===== src/rtl/rcba_pkg.sv =====
// Shared types and constants of the reference-counted busy aggregator.
package rcba_pkg;

  localparam int unsigned ActionWidth     = 3;
  localparam int unsigned MaskWidth       = 32;
  localparam int unsigned NumSourcesDef   = 32;
  localparam int unsigned CountWidthDef   = 16;

  typedef enum logic [ActionWidth-1:0] {
    ActCountSet   = 3'd0,
    ActCountClear = 3'd1,
    ActDirectSet  = 3'd2,
    ActDirectClr  = 3'd3,
    ActRead       = 3'd4
  } action_e;

  typedef struct packed {
    logic [ActionWidth-1:0] action;
    logic [MaskWidth-1:0]   source_mask;
  } req_t;

  typedef struct packed {
    logic busy_res;
    logic busy_toggled;
    logic changed_since_read;
  } rsp_t;

  typedef struct packed {
    logic en;
    logic count_set;
    logic count_clear;
    logic direct_set;
    logic direct_clear;
    logic modify;
    logic read;
  } cmd_t;

endpackage


===== src/rtl/rcba_stream_if.sv =====
// Valid/ready stream channel carrying one payload per transfer.
interface rcba_stream_if #(
  parameter type payload_t = logic
);
  logic     valid;
  logic     ready;
  payload_t payload;

  modport source (output valid, output payload, input ready);
  modport sink   (input valid, input payload, output ready);
endinterface


===== src/rtl/rcba_lane.sv =====
// One busy source: flag bit and saturating reference count.
module rcba_lane #(
  parameter int unsigned COUNT_WIDTH = rcba_pkg::CountWidthDef
) (
  input  logic          clk_i,
  input  logic          rst_ni,
  input  rcba_pkg::cmd_t cmd_i,
  input  logic          sel_i,
  output logic          flag_d_o
);
  import rcba_pkg::*;

  logic                   flag_q, flag_d;
  logic [COUNT_WIDTH-1:0] count_q, count_d;

  always_comb begin
    flag_d  = flag_q;
    count_d = count_q;
    if (cmd_i.en && sel_i) begin
      if (cmd_i.count_set) begin
        flag_d = 1'b1;
        if (count_q != {COUNT_WIDTH{1'b1}}) begin
          count_d = count_q + 1'b1;
        end
      end else if (cmd_i.count_clear) begin
        if (count_q != '0) begin
          count_d = count_q - 1'b1;
        end
        if (count_d == '0) begin
          flag_d = 1'b0;
        end
      end else if (cmd_i.direct_set) begin
        flag_d = 1'b1;
      end else if (cmd_i.direct_clear) begin
        flag_d = 1'b0;
      end
    end
  end

  always_ff @(posedge clk_i or negedge rst_ni) begin
    if (!rst_ni) begin
      flag_q  <= 1'b0;
      count_q <= '0;
    end else begin
      flag_q  <= flag_d;
      count_q <= count_d;
    end
  end

  assign flag_d_o = flag_d;

endmodule


===== src/rtl/rcba_merge.sv =====
// Merge of lane flags: aggregate busy, notify and read snapshots, result register.
module rcba_merge #(
  parameter int unsigned NUM_SOURCES = rcba_pkg::NumSourcesDef
) (
  input  logic                   clk_i,
  input  logic                   rst_ni,
  input  rcba_pkg::cmd_t         cmd_i,
  input  logic [NUM_SOURCES-1:0] flags_d_i,
  input  logic                   rsp_ready_i,
  output logic                   rsp_valid_o,
  output rcba_pkg::rsp_t         rsp_o
);
  import rcba_pkg::*;

  logic notified_q, notified_d;
  logic read_q, read_d;
  logic valid_q, valid_d;
  rsp_t rsp_q, rsp_d;
  logic busy;

  always_comb begin
    busy                   = |flags_d_i;
    rsp_d.busy_res           = busy;
    rsp_d.busy_toggled       = cmd_i.modify && (busy != notified_q);
    rsp_d.changed_since_read = busy != read_q;
    notified_d = notified_q;
    read_d     = read_q;
    valid_d    = valid_q && !rsp_ready_i;
    if (cmd_i.en) begin
      valid_d = 1'b1;
      if (rsp_d.busy_toggled) begin
        notified_d = ~notified_q;
      end
      if (cmd_i.read) begin
        read_d = busy;
      end
    end
  end

  always_ff @(posedge clk_i or negedge rst_ni) begin
    if (!rst_ni) begin
      notified_q <= 1'b0;
      read_q     <= 1'b0;
      valid_q    <= 1'b0;
    end else begin
      notified_q <= notified_d;
      read_q     <= read_d;
      valid_q    <= valid_d;
    end
  end

  always_ff @(posedge clk_i) begin
    if (cmd_i.en) begin
      rsp_q <= rsp_d;
    end
  end

  assign rsp_valid_o = valid_q;
  assign rsp_o       = rsp_q;

endmodule


===== src/rtl/refcounted_busy_aggregator.sv =====
// Top level of the reference-counted busy aggregator.
//
//   channel  dir  payload                                          role
//   req_i    in   action, source_mask                              set/clear/read
//   rsp_o    out  busy_res, busy_toggled, changed_since_read       one per request
//
// One request per cycle while the result is not stalled; its result shows in the result register
// in the cycle after the transfer. The lanes selected by source_mask update their flag and count at
// the same edge, and the merge ORs the next flags into the aggregate. Reset clears all flags,
// counts and snapshots at once. A stalled result holds req_i.ready low until it leaves.
module refcounted_busy_aggregator #(
  parameter int unsigned NUM_SOURCES = rcba_pkg::NumSourcesDef,
  parameter int unsigned COUNT_WIDTH = rcba_pkg::CountWidthDef
) (
  input  logic  clk_i,
  input  logic  rst_ni,
  rcba_stream_if.sink   req_i,
  rcba_stream_if.source rsp_o
);
  import rcba_pkg::*;

  cmd_t                   cmd;
  logic [NUM_SOURCES-1:0] flags_d;
  logic                   rsp_valid;

  assign req_i.ready = !rsp_valid || rsp_o.ready;

  always_comb begin
    cmd        = '0;
    cmd.en     = req_i.valid && req_i.ready;
    unique case (req_i.payload.action)
      ActCountSet: begin
        cmd.count_set = 1'b1;
        cmd.modify    = 1'b1;
      end
      ActCountClear: begin
        cmd.count_clear = 1'b1;
        cmd.modify      = 1'b1;
      end
      ActDirectSet: begin
        cmd.direct_set = 1'b1;
        cmd.modify     = 1'b1;
      end
      ActDirectClr: begin
        cmd.direct_clear = 1'b1;
        cmd.modify       = 1'b1;
      end
      ActRead: begin
        cmd.read = 1'b1;
      end
      default: begin
      end
    endcase
  end

  for (genvar i = 0; i < NUM_SOURCES; i++) begin : g_lane
    logic sel;
    if (i < MaskWidth) begin : g_mapped
      assign sel = req_i.payload.source_mask[i];
    end else begin : g_unmapped
      assign sel = 1'b0;
    end

    rcba_lane #(
      .COUNT_WIDTH(COUNT_WIDTH)
    ) u_lane (
      .clk_i   (clk_i),
      .rst_ni  (rst_ni),
      .cmd_i   (cmd),
      .sel_i   (sel),
      .flag_d_o(flags_d[i])
    );
  end

  rcba_merge #(
    .NUM_SOURCES(NUM_SOURCES)
  ) u_merge (
    .clk_i      (clk_i),
    .rst_ni     (rst_ni),
    .cmd_i      (cmd),
    .flags_d_i  (flags_d),
    .rsp_ready_i(rsp_o.ready),
    .rsp_valid_o(rsp_valid),
    .rsp_o      (rsp_o.payload)
  );

  assign rsp_o.valid = rsp_valid;

endmodule


===== src/flat_wrapper.sv =====
// flat-port wrapper written by rule: the top's interface ports become plain ports
module refcounted_busy_aggregator_flat import rcba_pkg::*;
#(
  parameter int unsigned NUM_SOURCES = rcba_pkg::NumSourcesDef,
  parameter int unsigned COUNT_WIDTH = rcba_pkg::CountWidthDef
)
  (clk_i, rst_ni, req_i_valid, req_i_payload, req_i_ready, rsp_o_valid, rsp_o_payload, rsp_o_ready);
  rcba_stream_if #(.payload_t(req_t)) req_i_i ();
  rcba_stream_if #(.payload_t(rsp_t)) rsp_o_i ();
  input  logic clk_i;
  input  logic rst_ni;
  input wire logic [$bits(req_i_i.valid)-1:0] req_i_valid;
  input wire logic [$bits(req_i_i.payload)-1:0] req_i_payload;
  output wire logic [$bits(req_i_i.ready)-1:0] req_i_ready;
  output wire logic [$bits(rsp_o_i.valid)-1:0] rsp_o_valid;
  output wire logic [$bits(rsp_o_i.payload)-1:0] rsp_o_payload;
  input wire logic [$bits(rsp_o_i.ready)-1:0] rsp_o_ready;
  assign req_i_i.valid = req_i_valid;
  assign req_i_i.payload = req_i_payload;
  assign req_i_ready = req_i_i.ready;
  assign rsp_o_valid = rsp_o_i.valid;
  assign rsp_o_payload = rsp_o_i.payload;
  assign rsp_o_i.ready = rsp_o_ready;
  refcounted_busy_aggregator #(.NUM_SOURCES(NUM_SOURCES), .COUNT_WIDTH(COUNT_WIDTH)) u_core (.clk_i(clk_i), .rst_ni(rst_ni), .req_i(req_i_i), .rsp_o(rsp_o_i));
endmodule

===== config.mk =====
export PLATFORM = sky130hd
export DESIGN_NAME = refcounted_busy_aggregator_flat
export DESIGN_NICKNAME = d
export VERILOG_FILES = /design/src/rtl/rcba_pkg.sv /design/src/rtl/rcba_stream_if.sv /design/src/rtl/rcba_lane.sv /design/src/rtl/rcba_merge.sv /design/src/rtl/refcounted_busy_aggregator.sv /design/src/flat_wrapper.sv
export SDC_FILE = /design/constraint.sdc
export NUM_CORES = 2
export LEC_CHECK = 0
export ABC_CLOCK_PERIOD_IN_PS = 4070
export BUFFER_PORTS_ARGS = -buffer_cell sky130_fd_sc_hd__buf_2
export CORE_ASPECT_RATIO = 1.25
export CORE_UTILIZATION = 40
export DETAILED_ROUTE_END_ITERATION = 10
export GPL_TIMING_DRIVEN = 0
export SLEW_MARGIN = 10
export SYNTH_ARGS = -nofsm -noshare
export SYNTH_HDL_FRONTEND = slang
export SYNTH_SLANG_ARGS = --single-unit

===== constraint.sdc =====
create_clock -name clk_i -period 4.07 [get_ports clk_i]
set_clock_uncertainty 0.2 [all_clocks]
set_input_delay 0.407 -clock clk_i [delete_from_list [all_inputs] [get_ports clk_i]]
set_output_delay 0.407 -clock clk_i [all_outputs]
set_load 0.02 [all_outputs]

* Word-level counts from Yosys, hierarchy flattened
Index checks and enable logic that the tools add are counted. Widths: inputs -> output; s select.
Word-level totals: bits in latches 0, output and inout port bits 5, bits of input ports 39, memories 0, register bits 550, bits in writable memories 0, logic and storage cells 768, bits in read-only memories 0
Operators by class: reductions and logical operators 140, shift-type cells 0, bitwise logic cells 1, $mul 0, order comparisons 0, add/subtract/negate cells 64, mux-type cells 423, eq/ne operators 70, divide/modulo/power cells 0
Operator list (count):
- $mux 16 | 224
- $add 16x1->16 const B | 32
- $logic_not 16->1 | 32
- $ne 16x16->1 const B | 32
- $reduce_bool 16->1 | 32
- $sub 16x1->16 const B | 32
- $mux 1 | 199
- $reduce_and 3->1 | 32
- $ne 2x2->1 const B | 32
- $logic_and 1x1->1 | 35
- $reduce_or 32->1 | 1
- $eq 3x2->1 const B | 2
- $reduce_and 2->1 | 2
- $reduce_or 4->1 | 1
- $eq 3x1->1 const B | 1
- $eq 3x3->1 const B | 1
- $logic_not 3->1 | 1
- $logic_not 1->1 | 2
- $ne 1x1->1 | 2
- $reduce_bool 2->1 | 1
- $logic_or 1x1->1 | 1
- $not 1->1 | 1

* Depth between registers and ports, before layout
word-level depth 14, mapped depth 16, gate-level depth less buffers 12

* Modules after synthesis
Synthesis repeated with hierarchy kept, for this count alone.
Second synthesis, totals: cells, all modules 5824, area, all modules 46584.7 sq um
By module, submodules not included:
- rcba_lane at u_core.g_lane[0].u_lane ... | area each 1456.4 sq um, cells an instance 184, times used 27
- rcba_lane at u_core.g_lane[18].u_lane | area each 1451.4 sq um, cells an instance 179, times used 1
- rcba_lane at u_core.g_lane[9].u_lane | area each 1407.6 sq um, cells an instance 167, times used 1
- rcba_lane at u_core.g_lane[8].u_lane | area each 1393.8 sq um, cells an instance 170, times used 1
- rcba_lane at u_core.g_lane[6].u_lane | area each 1352.5 sq um, cells an instance 152, times used 1
- rcba_lane at u_core.g_lane[7].u_lane | area each 1297.5 sq um, cells an instance 152, times used 1
- rcba_merge | area each 305.3 sq um, cells an instance 28, times used 1
- refcounted_busy_aggregator | area each 53.8 sq um, cells an instance 8, times used 1

* Worst setup path after synthesis
Ideal clock, no wire load.
path type reg-to-reg, from register u_core.g_lane[29].u_lane.count_q[2], to register u_core.u_merge.rsp_q (netlist bit u_core.u_merge.rsp_o[1]), data pin, required time 3.610 ns, data arrival time 3.665 ns, library setup time 0.260 ns, path slack -0.055 ns, stages on the path, launching flop included 12, path buffers 2, cell sequence dfrtp_1 > clkbuf_1 > or4_1 > or4b_2 > xnor2_1 > or4_1 > or3_1 > a21o_1 > nor4b_1 > and4b_1 > buf_6 > mux2_4
RTL lines:
- start: declaration | RTL line rcba_lane.sv:14 | logic [COUNT_WIDTH-1:0] count_q, count_d;
- start signal: assignment | RTL line rcba_lane.sv:46 | count_q <= count_d;
- end signal: assignment | RTL line rcba_merge.sv:54 | rsp_q <= rsp_d;
- end: declaration | RTL line rcba_merge.sv:18 | rsp_t rsp_q, rsp_d;

==> impl_results.md <==
- Internal power: 16.5 mW
- Worst-path clk slew: approximately 0.060 ns
- Crit Reg-Reg Startpoint: u_core.g_lane[10].u_lane.count_q[1]
- Die span in y: between 300 and 400 um
- Synth Net Count: ~5300
- Die area: 103000 sq um
- Final Hold Fails: 0
- Warnings from Yosys: 0
- Synth async-reset ratio: between 90% and 100%
- Clock power share: approximately 22%
- Max Clock Freq: roughly 230 MHz
- Required time worst endpoint: ~4.3 ns
- Slowest CP cell: or4b_4
- Fin crit share: 109%
- Worst Hold Path EP: u_core.g_lane[1].u_lane.count_q[13]
- DRT Pass-1 Iters: 9
- GR Layer Usage met2: 45.8%
- Via density per instance: a little over 6
- Wire length of the first global-routing pass: 232 mm
- Sequential share of power: between 30% and 40%
- Routed WL per cell: 22.6 um
- Initial Utilization: between 40% and 50%
- Area contributors post-synth: dfrtp_1 34%, xor2_1 6.5%, nor2_1 5.8%
- GRT Total Usage: 29.0%
- Min Tclk post-route: 4.44 ns
- Pin count of the biggest net entering global routing: ~100
- Non-filler cells, final: 6772
- Grt ovf: 0
- Actual slew at the worst max-slew pin: 1.32 ns
- CTS H-Tree Depth: 3
- Final Slew Violations: 0
- XOR/XNOR Fraction of Synth Area: 9.93%
- Placed insts: between 6000 and 7000
- Cells after Synth: 5236
- FILL cells: roughly 10000
- TritonCTS clock tree: done
- Count leader, synth: nor2_1
- RSZ-0062 raised after global routing: yes
- Yosys top cell by area: dfrtp_1
- Synth Area in Compound Gates: a little under a fifth
- Max clock buf depth: 3
- Comb power frac: 48.0%
- Initial antenna violation count: 18
- Area grow syn2layout: 13.9%
- Vias in the first global route: between 30000 and 40000
- Peak VDD IR: ~330 uV
- M3 GR Usage: between 5 and 6%
- Routed WL: around 150 mm
- Reg-to-Reg End: u_core.u_merge.rsp_o[1]
- Crit path max-delay family: simple AND/OR/NAND/NOR gates
- Violations in the final reports: DRC, setup timing
- PwrDens: around 640 nW/um^2
- Sw power: approximately 13 mW
- Placement Setup Slack: -2.97 ns
- Layout cells sized above 1: around 8%
- Area occupied by registers: around 14000 sq um
- Reg2reg path depth: 12
- Largest family of logic cells by synthesized area: simple AND/OR/NAND/NOR gates
- Multi-input logic area: 25500 sq um
- Starting DRT DRC Count: 4318
- Post-synthesis mux area share: less than 1%
- GPL Wtd Cong: between 0.9 and 1
- Status: finished with violations
- Synth cell types: between 90 and 100
- Synth top cells by count: 628 x nor2_1, 547 x dfrtp_1, 416 x nand2_1
- Max cap viols: 0
- Slew margin rel.: between 10% and 20%
- Worst-path fanout max: 6
- Number of port buffers: 43
- Finished Cell Area: around 46000 sq um
- Fin nets: approximately 5500
- Bufs and invs on worst path: 1
- CP arrival: between 4 and 5 ns
- R2R Setup Slk: -0.37 ns
- Clk root buf: clkbuf_16
- Worst Setup Slack, final: -0.370 ns
- Placed Area: about 43000 sq um
- Worst path max stage delay: 0.48 ns
- Clock latency on the worst-skew pair: 0.66 ns
- Number of clock sinks: 550
- Yosys top cell area share: roughly 34%
- Mean post-synth cell area: between 7 and 8 sq um
- Core Area: roughly 100000 sq um
- Worst hold start: req_i_payload[1]
- Setup crit end kind: register
- Startpoint Class: register
- GRT busiest layer: met2
- Sw Ratio: between 40 and 50%
- Worst min-delay path class: primary input to register
- Synth Area in Adders: 2.01%
- Remaining DRCs: 20
- Pleak: roughly 19 nW
- I/O Pins: 44
- DPL Wire Length: 104 mm
- Kind of critical path: register to register
- Antenna-violating nets left: 0
- Row Count: 130
- Seq/Total Area, Yosys: between 30% and 40%
- Post-synthesis cell area: 40800 sq um
- Via Count: 41939
- WHS Path Cells: 4
- Flops & latches, synth: 550
- Final setup violating endpoints: 11
- Number of flops mapped to enable cells by yosys: 3
- Crit-path cells: inv_2 > ha_4 > or4b_4 > or4_4 > or4_4 > a221oi_2 > nand4_1 > and2_4 > nor4_4 > nand4_1 > and4b_2 > mux2_4
- M1 GR Usage: around 37%
- Synth Area in Simple Gates: between 20% and 30%
- Die X: about 290 um
- Cts bufs inserted: between 60 and 70
- Main synth FF type: dfrtp_1
## worst max path at each step
stage                                              from                                  end  slack [ns]  cells past startpoint
finish              u_core.g_lane[10].u_lane.count_q[1]              u_core.u_merge.rsp_o[1]       -0.37                     12
global route        u_core.g_lane[10].u_lane.count_q[1]              u_core.u_merge.rsp_o[1]       -0.45                     12
CTS                 u_core.g_lane[12].u_lane.count_q[9]              u_core.u_merge.rsp_o[1]       -0.25                     12
detailed placement                    req_i_payload[34]  u_core.g_lane[24].u_lane.count_q[4]       -2.97                     12
global placement                                 rst_ni  u_core.g_lane[10].u_lane.count_q[5]       -9.52                      1
floorplan           u_core.g_lane[29].u_lane.count_q[7]              u_core.u_merge.rsp_o[1]       0.007                     12
## power groups by stage
stage	Clock, mW	Combinational (mW)	Sequential [mW]
6_report	6.44	14.4	9.15
5_1_grt	6.81	15.8	9.41
4_1_cts	6.60	14.0	9.07
3_5_place_dp	0	13.6	9.02
3_3_place_gp	0	13.4	9.03
2_1_floorplan	0	10.6	8.57
## registers in the layout, indices dropped and copies added, names as in the netlist
| signal | flops |
|---|---|
| u_core.g_lane.u_lane.count_q | 512 |
| u_core.g_lane.u_lane.flag_q | 32 |
| u_core.u_merge.rsp_o | 3 |
| u_core.u_merge.notified_q | 1 |
| u_core.u_merge.read_q | 1 |
| u_core.u_merge.rsp_valid_o | 1 |
## cell type report
type	count	area share, %
multi-input combinational	4129	54.9
inverter	150	1.22
antenna	9	0.0485
timing repair buffer	107	2.00
clock buffer	96	4.36
clock inverter	27	0.673
buffer	384	3.61
tap	1320	3.55
sequential	550	29.7
## cell usage in the layout (no fill, tap or decap), types with 126 or more instances in the layout
cell type / n
clkbuf_1: 312
xnor2_1: 162
nand2_1: 416
dfrtp_1: 536
nand4_1: 148
o21ai_0: 216
xor2_1: 301
nor2_1: 625
a21oi_1: 378
inv_1: 146
nor4_1: 126
nand3_1: 267
nor3_1: 254
## routing by layer
layer	wire (um)	vias up	share of wire (%)
met1	62100	20297	41
met4	9680	10	6.3
li1	-	19403	-
met2	69200	1808	45
met5	65	-	0.042
met3	12100	421	7.9
## metrics by stage
step / utilization, % / setup TNS [ns] / power (mW) / hold slack, ns
floorplan: - / 0 / 19.2 / -0.0886
global placement: 42.3 / -6981.26 / 22.5 / 0.271
detailed placement: 42.7 / -674.79 / 22.6 / 0.273
CTS: 46.0 / -0.561 / 29.7 / 0.00391
global route: 46.1 / -1.62 / 32.1 / 0.0850
finish: 46.1 / -1.34 / 30.0 / 0.0611
## tightest hold or removal path, delay by kind of cell
kind | cells | cell delay, ns
buffers and inverters | 1 | 0.15
AOI/OAI and AO/OA | 1 | 0.06
xor gates and xnor gates | 1 | 0.12
and+or+nand+nor | 1 | 0.12
## timing repair
item / CTS / global route
setup endpoints to repair: 398 / 32
endpoints found under the hold margin: 121 / 0
hold buffers: 24 / 0
pin swaps: 28 / 10
buffers inserted: 25 / 3
gates resized for setup: 141 / 20
## cells by family (layout without fill, tap and decap cells)
| kind of cell | after synthesis | count (layout) |
|---|---|---|
| fa+ha+maj | 66 | 66 |
| buf+inv | 557 | 764 |
| xor+xnor | 463 | 463 |
| compound gates | 1184 | 1184 |
| flops | 550 | 550 |
| mux | 22 | 22 |
| simple gates | 2394 | 2394 |
| other cells | 0 | 9 |
(Power assumes the default switching activity.)
